$ cat src/hw/rtl/att_pkg.sv
`timescale 1ns / 1ps

package att_pkg;

    localparam int CP_W    = 21;
    localparam int COL_W   = 10;
    localparam int ROW_W   = 16;
    localparam int COLOR_W = 24;
    localparam int PARAM_W = 10;
    localparam int NUM_PARAMS = 3;

    localparam int SCREEN_WIDTH_DEF = 800;
    localparam int CHAR_WIDTH_DEF   = 8;
    localparam int LINE_HEIGHT_DEF  = 16;

    localparam logic [ROW_W-1:0]   ROW_MAX   = 16'd65520;
    localparam logic [PARAM_W-1:0] PARAM_MAX = 10'd1023;

    localparam logic OP_PUT    = 1'b0;
    localparam logic OP_CLEAR  = 1'b1;
    localparam logic CMD_DRAW  = 1'b0;
    localparam logic CMD_CLEAR = 1'b1;

    localparam logic [CP_W-1:0] CH_BS       = 21'h08;
    localparam logic [CP_W-1:0] CH_NL       = 21'h0A;
    localparam logic [CP_W-1:0] CH_CR       = 21'h0D;
    localparam logic [CP_W-1:0] CH_ESC      = 21'h1B;
    localparam logic [CP_W-1:0] CH_SPACE    = 21'h20;
    localparam logic [CP_W-1:0] CH_DIGIT0   = 21'h30;
    localparam logic [CP_W-1:0] CH_DIGIT9   = 21'h39;
    localparam logic [CP_W-1:0] CH_SEMI     = 21'h3B;
    localparam logic [CP_W-1:0] CH_LBRACKET = 21'h5B;
    localparam logic [CP_W-1:0] CH_SGR_END  = 21'h6D;

    localparam logic [COLOR_W-1:0] FG_PURPLE = 24'hFF00FF;
    localparam logic [COLOR_W-1:0] FG_CYAN   = 24'h00FFFF;
    localparam logic [COLOR_W-1:0] FG_GREEN  = 24'h00FF00;
    localparam logic [COLOR_W-1:0] FG_GOLD   = 24'hFFD700;
    localparam logic [COLOR_W-1:0] FG_WHITE  = 24'hFFFFFF;
    localparam logic [COLOR_W-1:0] FG_DIM    = 24'h808080;

    localparam logic [PARAM_W-1:0] SGR_RESET  = 10'd0;
    localparam logic [PARAM_W-1:0] SGR_DIM    = 10'd2;
    localparam logic [PARAM_W-1:0] SGR_GREEN  = 10'd32;
    localparam logic [PARAM_W-1:0] SGR_GOLD   = 10'd33;
    localparam logic [PARAM_W-1:0] SGR_PURPLE = 10'd35;
    localparam logic [PARAM_W-1:0] SGR_CYAN   = 10'd36;

    typedef struct packed {
        logic               command;
        logic [COL_W-1:0]   pos_x;
        logic [ROW_W-1:0]   pos_y;
        logic [CP_W-1:0]    glyph;
        logic [COLOR_W-1:0] fore_color;
        logic [COLOR_W-1:0] back_color;
    } t_draw;

endpackage

$ cat src/hw/rtl/att_core.sv
`timescale 1ns / 1ps

module att_core #(
    parameter int SCREEN_WIDTH = att_pkg::SCREEN_WIDTH_DEF,
    parameter int CHAR_WIDTH   = att_pkg::CHAR_WIDTH_DEF,
    parameter int LINE_HEIGHT  = att_pkg::LINE_HEIGHT_DEF
) (
    input  logic                             i_clk,
    input  logic                             i_rst_n,
    input  logic                             i_step,
    input  logic                             i_op,
    input  logic [att_pkg::CP_W-1:0]         i_cp,
    input  logic [att_pkg::COLOR_W-1:0]      i_back_color,
    output logic                             o_res_valid,
    output att_pkg::t_draw                   o_res
);
    import att_pkg::*;

    typedef enum logic [1:0] {
        ST_IDLE = 2'd0,
        ST_ESC  = 2'd1,
        ST_SEQ  = 2'd2
    } t_stage;

    t_stage                    r_stage, n_stage;
    logic [PARAM_W-1:0]        r_vals [NUM_PARAMS];
    logic [PARAM_W-1:0]        n_vals [NUM_PARAMS];
    logic [1:0]                r_idx, n_idx;
    logic [COL_W-1:0]          r_col, n_col;
    logic [ROW_W-1:0]          r_row, n_row;
    logic [COLOR_W-1:0]        r_fg, n_fg;

    logic                      plain;
    logic                      is_digit;
    logic [PARAM_W-1:0]        cur_val;
    logic [13:0]               digit_sum;
    logic [PARAM_W-1:0]        digit_sat;
    logic [ROW_W:0]            row_sum;
    logic [ROW_W-1:0]          row_adv;
    logic [COL_W:0]            col_adv;
    logic [COLOR_W-1:0]        sgr_fg;

    function automatic logic [COLOR_W-1:0] sgr_color(
        input logic [PARAM_W-1:0] code,
        input logic [COLOR_W-1:0] fg
    );
        logic [COLOR_W-1:0] c;
        c = fg;
        case (code)
            SGR_RESET:  c = FG_WHITE;
            SGR_PURPLE: c = FG_PURPLE;
            SGR_CYAN:   c = FG_CYAN;
            SGR_GREEN:  c = FG_GREEN;
            SGR_GOLD:   c = FG_GOLD;
            SGR_DIM:    c = FG_DIM;
            default:    c = fg;
        endcase
        return c;
    endfunction

    always_comb begin
        case (r_idx)
            2'd0:    cur_val = r_vals[0];
            2'd1:    cur_val = r_vals[1];
            default: cur_val = r_vals[2];
        endcase
    end

    assign is_digit  = (i_cp >= CH_DIGIT0) && (i_cp <= CH_DIGIT9);
    assign digit_sum = 14'(cur_val) * 14'd10 + 14'(i_cp[3:0]);
    assign digit_sat = (digit_sum > 14'(PARAM_MAX)) ? PARAM_MAX : digit_sum[PARAM_W-1:0];
    assign row_sum   = {1'b0, r_row} + (ROW_W+1)'(LINE_HEIGHT);
    assign row_adv   = (row_sum > (ROW_W+1)'(ROW_MAX)) ? ROW_MAX : row_sum[ROW_W-1:0];
    assign col_adv   = {1'b0, r_col} + (COL_W+1)'(CHAR_WIDTH);

    always_comb begin
        sgr_fg = r_fg;
        for (int i = 0; i < NUM_PARAMS; i++) begin
            if (2'(i) <= r_idx) begin
                sgr_fg = sgr_color(r_vals[i], sgr_fg);
            end
        end
    end

    always_comb begin
        n_stage = r_stage;
        n_vals  = r_vals;
        n_idx   = r_idx;
        n_col   = r_col;
        n_row   = r_row;
        n_fg    = r_fg;
        plain   = 1'b0;
        o_res_valid      = 1'b0;
        o_res.command    = CMD_DRAW;
        o_res.pos_x      = '0;
        o_res.pos_y      = '0;
        o_res.glyph      = '0;
        o_res.fore_color = r_fg;
        o_res.back_color = i_back_color;
        if (i_op == OP_CLEAR) begin
            n_col         = '0;
            n_row         = '0;
            n_stage       = ST_IDLE;
            o_res_valid   = 1'b1;
            o_res.command = CMD_CLEAR;
        end else begin
            case (r_stage)
                ST_ESC: begin
                    n_stage = ST_IDLE;
                    if (i_cp == CH_LBRACKET) begin
                        n_stage = ST_SEQ;
                        for (int i = 0; i < NUM_PARAMS; i++) begin
                            n_vals[i] = '0;
                        end
                        n_idx = '0;
                    end else begin
                        plain = 1'b1;
                    end
                end
                ST_SEQ: begin
                    n_stage = ST_IDLE;
                    if (is_digit) begin
                        n_stage = ST_SEQ;
                        for (int i = 0; i < NUM_PARAMS; i++) begin
                            if (r_idx == 2'(i)) begin
                                n_vals[i] = digit_sat;
                            end
                        end
                    end else if (i_cp == CH_SEMI) begin
                        n_stage = ST_SEQ;
                        if (r_idx < 2'(NUM_PARAMS - 1)) begin
                            n_idx = r_idx + 2'd1;
                        end
                    end else if (i_cp == CH_SGR_END) begin
                        n_fg = sgr_fg;
                    end
                end
                default: begin
                    n_stage = ST_IDLE;
                    if (i_cp == CH_ESC) begin
                        n_stage = ST_ESC;
                    end else begin
                        plain = 1'b1;
                    end
                end
            endcase
            if (plain) begin
                if (i_cp == CH_NL) begin
                    n_row = row_adv;
                    n_col = '0;
                end else if (i_cp == CH_CR) begin
                    n_col = '0;
                end else if (i_cp == CH_BS) begin
                    if (r_col >= COL_W'(CHAR_WIDTH)) begin
                        n_col = r_col - COL_W'(CHAR_WIDTH);
                    end
                    o_res_valid = 1'b1;
                    o_res.pos_x = n_col;
                    o_res.pos_y = r_row;
                    o_res.glyph = CH_SPACE;
                end else begin
                    o_res_valid = 1'b1;
                    o_res.pos_x = r_col;
                    o_res.pos_y = r_row;
                    o_res.glyph = i_cp;
                    if (col_adv >= (COL_W+1)'(SCREEN_WIDTH)) begin
                        n_col = '0;
                        n_row = row_adv;
                    end else begin
                        n_col = col_adv[COL_W-1:0];
                    end
                end
            end
        end
    end

    always_ff @(posedge i_clk) begin
        if (!i_rst_n) begin
            r_stage <= ST_IDLE;
            for (int i = 0; i < NUM_PARAMS; i++) begin
                r_vals[i] <= '0;
            end
            r_idx <= '0;
            r_col <= '0;
            r_row <= '0;
            r_fg  <= FG_WHITE;
        end else if (i_step) begin
            r_stage <= n_stage;
            r_vals  <= n_vals;
            r_idx   <= n_idx;
            r_col   <= n_col;
            r_row   <= n_row;
            r_fg    <= n_fg;
        end
    end

endmodule

$ cat src/hw/rtl/ansi_text_terminal_controller_top.sv
`timescale 1ns / 1ps

// text terminal front end with a small ansi color escape parser
// slave stream: one request per transfer, tuser = operation (1 clear, 0 put),
//   tdata[20:0] = code point
// master stream: zero or one draw or clear command per request, tuser = command,
//   tdata holds pos_x, pos_y, glyph, fore_color, back_color from bit 0 up
// config: i_cfg_wr_en with i_cfg_wr_data loads the background color, write it
//   only while no request is in flight
// a request passes through one register stage in front of the parser and one
//   output register after it
// throughput: one request per cycle while the receiver does not stall, the cursor
//   and parser state are updated by one shallow pass of logic per request
// an escape request in idle, newline and carriage return requests, and requests from
//   an escape [ through the sequence end give no command; other codes after escape are plain text
// reset: cursor home, parser idle, foreground white, background black, both
//   stream registers empty, s_axis_tready low while reset is held
// when the receiver stalls the output register holds, one more request is
//   taken into the input register, then s_axis_tready drops until it drains
module ansi_text_terminal_controller_top #(
    parameter int SCREEN_WIDTH = att_pkg::SCREEN_WIDTH_DEF,
    parameter int CHAR_WIDTH   = att_pkg::CHAR_WIDTH_DEF,
    parameter int LINE_HEIGHT  = att_pkg::LINE_HEIGHT_DEF
) (
    input  logic                         i_clk,
    input  logic                         i_rst_n,
    input  logic                         i_cfg_wr_en,
    input  logic [att_pkg::COLOR_W-1:0]  i_cfg_wr_data,
    input  logic                         s_axis_tvalid,
    output logic                         s_axis_tready,
    input  logic [23:0]                  s_axis_tdata,   // codepoint
    input  logic                         s_axis_tuser,   // operation
    output logic                         m_axis_tvalid,
    input  logic                         m_axis_tready,
    output logic [95:0]                  m_axis_tdata,   // pos_x, pos_y, glyph, fore_color, back_color
    output logic                         m_axis_tuser    // command
);
    import att_pkg::*;

    logic                r_in_valid;
    logic                r_op;
    logic [CP_W-1:0]     r_cp;
    logic [COLOR_W-1:0]  r_back_color;
    logic                r_out_valid;
    t_draw               r_out;

    logic                s_accept;
    logic                advance;
    logic                res_valid;
    t_draw               res;

    assign advance       = r_in_valid && (!r_out_valid || m_axis_tready);
    assign s_axis_tready = i_rst_n && (!r_in_valid || advance);
    assign s_accept      = s_axis_tvalid && s_axis_tready;

    att_core #(
        .SCREEN_WIDTH (SCREEN_WIDTH),
        .CHAR_WIDTH   (CHAR_WIDTH),
        .LINE_HEIGHT  (LINE_HEIGHT)
    ) u_core (
        .i_clk        (i_clk),
        .i_rst_n      (i_rst_n),
        .i_step       (advance),
        .i_op         (r_op),
        .i_cp         (r_cp),
        .i_back_color (r_back_color),
        .o_res_valid  (res_valid),
        .o_res        (res)
    );

    always_ff @(posedge i_clk) begin
        if (!i_rst_n) begin
            r_in_valid   <= 1'b0;
            r_out_valid  <= 1'b0;
            r_back_color <= '0;
        end else begin
            if (i_cfg_wr_en) begin
                r_back_color <= i_cfg_wr_data;
            end
            if (s_accept) begin
                r_in_valid <= 1'b1;
            end else if (advance) begin
                r_in_valid <= 1'b0;
            end
            if (advance) begin
                r_out_valid <= res_valid;
            end else if (m_axis_tready) begin
                r_out_valid <= 1'b0;
            end
        end
    end

    always_ff @(posedge i_clk) begin
        if (s_accept) begin
            r_op <= s_axis_tuser;
            r_cp <= s_axis_tdata[CP_W-1:0];
        end
        if (advance && res_valid) begin
            r_out <= res;
        end
    end

    assign m_axis_tvalid = r_out_valid;
    assign m_axis_tuser  = r_out.command;
    assign m_axis_tdata  = {1'b0, r_out.back_color, r_out.fore_color, r_out.glyph,
                            r_out.pos_y, r_out.pos_x};

endmodule

$ cat config.mk
export PLATFORM = sky130hd
export DESIGN_NAME = ansi_text_terminal_controller_top
export DESIGN_NICKNAME = d
export VERILOG_FILES = /design/src/hw/rtl/att_pkg.sv /design/src/hw/rtl/att_core.sv /design/src/hw/rtl/ansi_text_terminal_controller_top.sv
export SDC_FILE = /design/constraint.sdc
export NUM_CORES = 1
export LEC_CHECK = 0
export ABC_AREA = 1
export BUFFER_PORTS_ARGS = -buffer_cell sky130_fd_sc_hd__buf_2
export CAP_MARGIN = 20
export CORE_UTILIZATION = 40
export CTS_CLUSTER_SIZE = 28
export DETAILED_ROUTE_END_ITERATION = 16
export HOLD_SLACK_MARGIN = 0.02
export PLACE_DENSITY = 0.59
export SYNTH_ARGS = -nofsm -noshare
export SYNTH_HDL_FRONTEND = slang
export SYNTH_SLANG_ARGS = --single-unit
$ cat constraint.sdc
create_clock -name i_clk -period 10.9 [get_ports i_clk]
set_input_delay 0.545 -clock i_clk [delete_from_list [all_inputs] [get_ports i_clk]]
set_output_delay 0.545 -clock i_clk [all_outputs]
set_load 0.05 [all_outputs]
==> out/results.ini <==
[setup_path]
cp.arrival_ns = 4.75
worst_ep_required_time_ns = 11.27
path_max_fanout = 10
endpoint_kind = flip-flop
r2r_slack_ns = 6.51
start_kind = flip-flop
worst-setup-path-type = reg -> reg

[cts]
postCtsSetupRepairBufs = 0
cts_buffers = 24
tritoncts = built
cts_resized = 0
cts_max_path_buffers = 3
cts.sinks = 214
h-tree-depth = 1
cts.clk_slew.worst_paths_ns = 0.06
root_buffer = clkbuf_16
cts_hold_buf = 0
insertion_delay_ns = 0.50

[routing]
first_pass_iters = 5
routedWlPerCell_um = 13.8
drt-initial-drc-count = 587
routed_wl_mm = 24.3
num_vias = 8665
antenna_left = 0
via_per_inst = 4.93
drc_errors = 0

[floorplan]
dieArea_um2 = 26900
die_w_um = 164
num_rows = 58
io-pin-count = 153
start_util_pct = 41.2
fp.dieH_um = 164
core_area_um2 = 25500

[timing]
fmax_mhz = 228
fin_crit_ns = 4.39
finalSetupTns_ns = 0
grt_setup_unrepaired = false
setup_viol = 0
drv_slew = 0
finalClockSkew_ns = 0.00737
hold_viol = 0
slew_headroom_pct = 31.7
worstMarginPinSlew_ns = 1.02
finalCritPeriodShare_pct = 40.2

[hold_path]
min-delay-path-class = in -> reg

[layout]
postLayoutCoreUtil_pct = 48.2
seqCellArea_um2 = 5400
nFillCells = 2483
multiInputGateArea_um2 = 4350
area_growth_pct = 16.9
diodes = 0
drive_above_1_share_pct = 16.0
fin_nets = 1497

[power_and_ir_drop]
powerDensity_nw_per_um2 = 147
p_leak_uw = 0.00525
irDropWorstVdd_uv = 103

[flow_run]
drv_cap = 0

[logic_synthesis]
synth.distinct_cells = 48
synthCells = 1272
seq_area_frac_synth_pct = 51.4
ys.flop_type = edfxtp_1
ys_ff_latch = 214
synthArstFlopShare_pct = 0
syn_area_per_cell_um2 = 8.26
syn-cell-area_um2 = 10500
synth_edf_count = 111
yosys_warnings = 0

[outcome]
status = finished, final reports clean

[placement]
place_congestion = 0.858
io_buffers = 141
dpl.hpwl_mm = 17.5

[global_route]
antenna_found_initial = 1
grt_usage_pct = 18.1
grt_pass1_vias = 7931
grt_overflow = 0
grt_max_degree = 65
grt_pass1_wl_mm = 39.5

[worst max-delay path, cell delays in order (launching register included)]
cell and delay, ns:
dfxtp_1 0.36, inv_1 0.10, ha_1 0.29, nor2_1 0.54, a21oi_1 0.28, inv_1 0.15
ha_1 0.24, ha_1 0.21, inv_1 0.07, fa_1 0.46, nor2_1 0.18, nand4_1 0.09
nand2_1 0.10, nand3b_1 0.15, nor2_1 0.21, nand2_1 0.07, nand2_1 0.06, nand2_1 0.05
nor2_2 0.28, nand3_1 0.14, nand2_1 0.14, a21oi_1 0.08
[registers in the layout, indices dropped and copies added, names as in the netlist]
| register | cells |
|---|---|
| m_axis_tdata | 88 |
| m_axis_tuser | 1 |
| m_axis_tvalid | 1 |
| r_back_color | 24 |
| r_cp | 21 |
| r_in_valid | 1 |
| r_op | 1 |
| u_core.r_col | 7 |
| u_core.r_fg | 24 |
| u_core.r_idx | 2 |
| u_core.r_row | 12 |
| u_core.r_stage | 2 |
| u_core.r_vals | 30 |
[power by group]
part           switching [µW]  leakage [µW]  internal (µW)
sequential               8.71       0.00180            871
combinational            91.1       0.00305           23.6
clock                     313      0.000402            503
total                     413       0.00525           1400
[placed cells by master, fill, tap and decap left out, types with 21 or more instances in the layout]
cell type	synthesis	final
ha_1	30	30
nor2_1	148	147
nand2_1	318	318
edfxtp_1	111	111
clkbuf_16	0	26
nor3_1	21	21
dfxtp_1	103	103
nand3_1	92	92
inv_1	142	141
o21ai_0	76	76
a21oi_1	75	75
buf_2	9	141
[cell type report]
cell class	instances	share of cell area, %
clock buffer	35	5.82
timing repair buffer	148	6.20
multi-input combinational	878	35.4
tap	330	3.36
sequential	214	43.9
clock inverter	9	0.825
inverter	145	4.44
[metrics by stage]
stage / cells / hold slack (ns) / total power (µW) / worst slack (ns) / area [µm²]
6_report: 1759 / 0.215 / 1810 / 6.51 / 12300
5_1_grt: 1759 / 0.190 / 1880 / 6.09 / 12300
4_1_cts: 1756 / 0.196 / 1830 / 6.53 / 12300
3_5_place_dp: 1712 / 0.409 / 1010 / 6.57 / 11400
3_3_place_gp: 1712 / 0.404 / 1010 / 6.64 / 11400
2_1_floorplan: 1279 / 0.403 / 983 / 7.37 / 10500
[path summary, 6_finish.rpt]
kind	start	to	depth (start not counted)
min	s_axis_tdata[14]	r_cp[14]	1
min reg2reg	r_back_color[18]	m_axis_tdata[89]	0
max	u_core.r_idx[0]	u_core.r_vals[12]	21
max reg2reg	u_core.r_idx[0]	u_core.r_vals[12]	21
[cells by family after synthesis]
group / count (synthesis) / share of synthesized area [%]
adder cells (fa/ha/maj): 32 / 3.95
flip-flops: 214 / 51.4
AND/OR/NAND/NOR: 633 / 25.8
buffers and inverters: 187 / 7.49
AO/OA/AOI/OAI: 188 / 9.95
other: 1 / 0.0357
XOR/XNOR: 17 / 1.42
[Yosys cell counts, types with 2 or more instances]
library cell  number  area, µm²
nor2_1           148        556
o221ai_1           8       70.1
fa_1               2       40.0
nand3b_1           6       45.0
o22ai_1            7       43.8
clkinv_1           2       7.51
nor2_4             3       33.8
a21oi_1           75        375
a21oi_2           10       87.6
nand3_1           92        460
edfxtp_1         111       3330
xor2_1            14        123
nand2_2           14       87.6
xnor2_1            3       26.3
ha_1              30        375
inv_1            142        533
o21ai_1            5       25.0
buf_2              9       45.0
nor3_1            21        105
nor3_2             4       40.0
o21ai_0           76        380
clkbuf_1          19       71.3
buf_4              9       67.6
nor4_1             2       12.5
dfxtp_1          103       2060
nand4_1           14       87.6
nand2_1          318       1190
nor2_2             5       31.3
[metal layers]
metal	GRT usage (%)	share of wire [%]	vias up
li1	-	-	4458
met1	25.2	48	3932
met2	29.7	45	230
met3	2.35	5.0	43
met4	4.55	1.9	2
met5	0	0.054	-
Power figures use the tool's default switching activity.
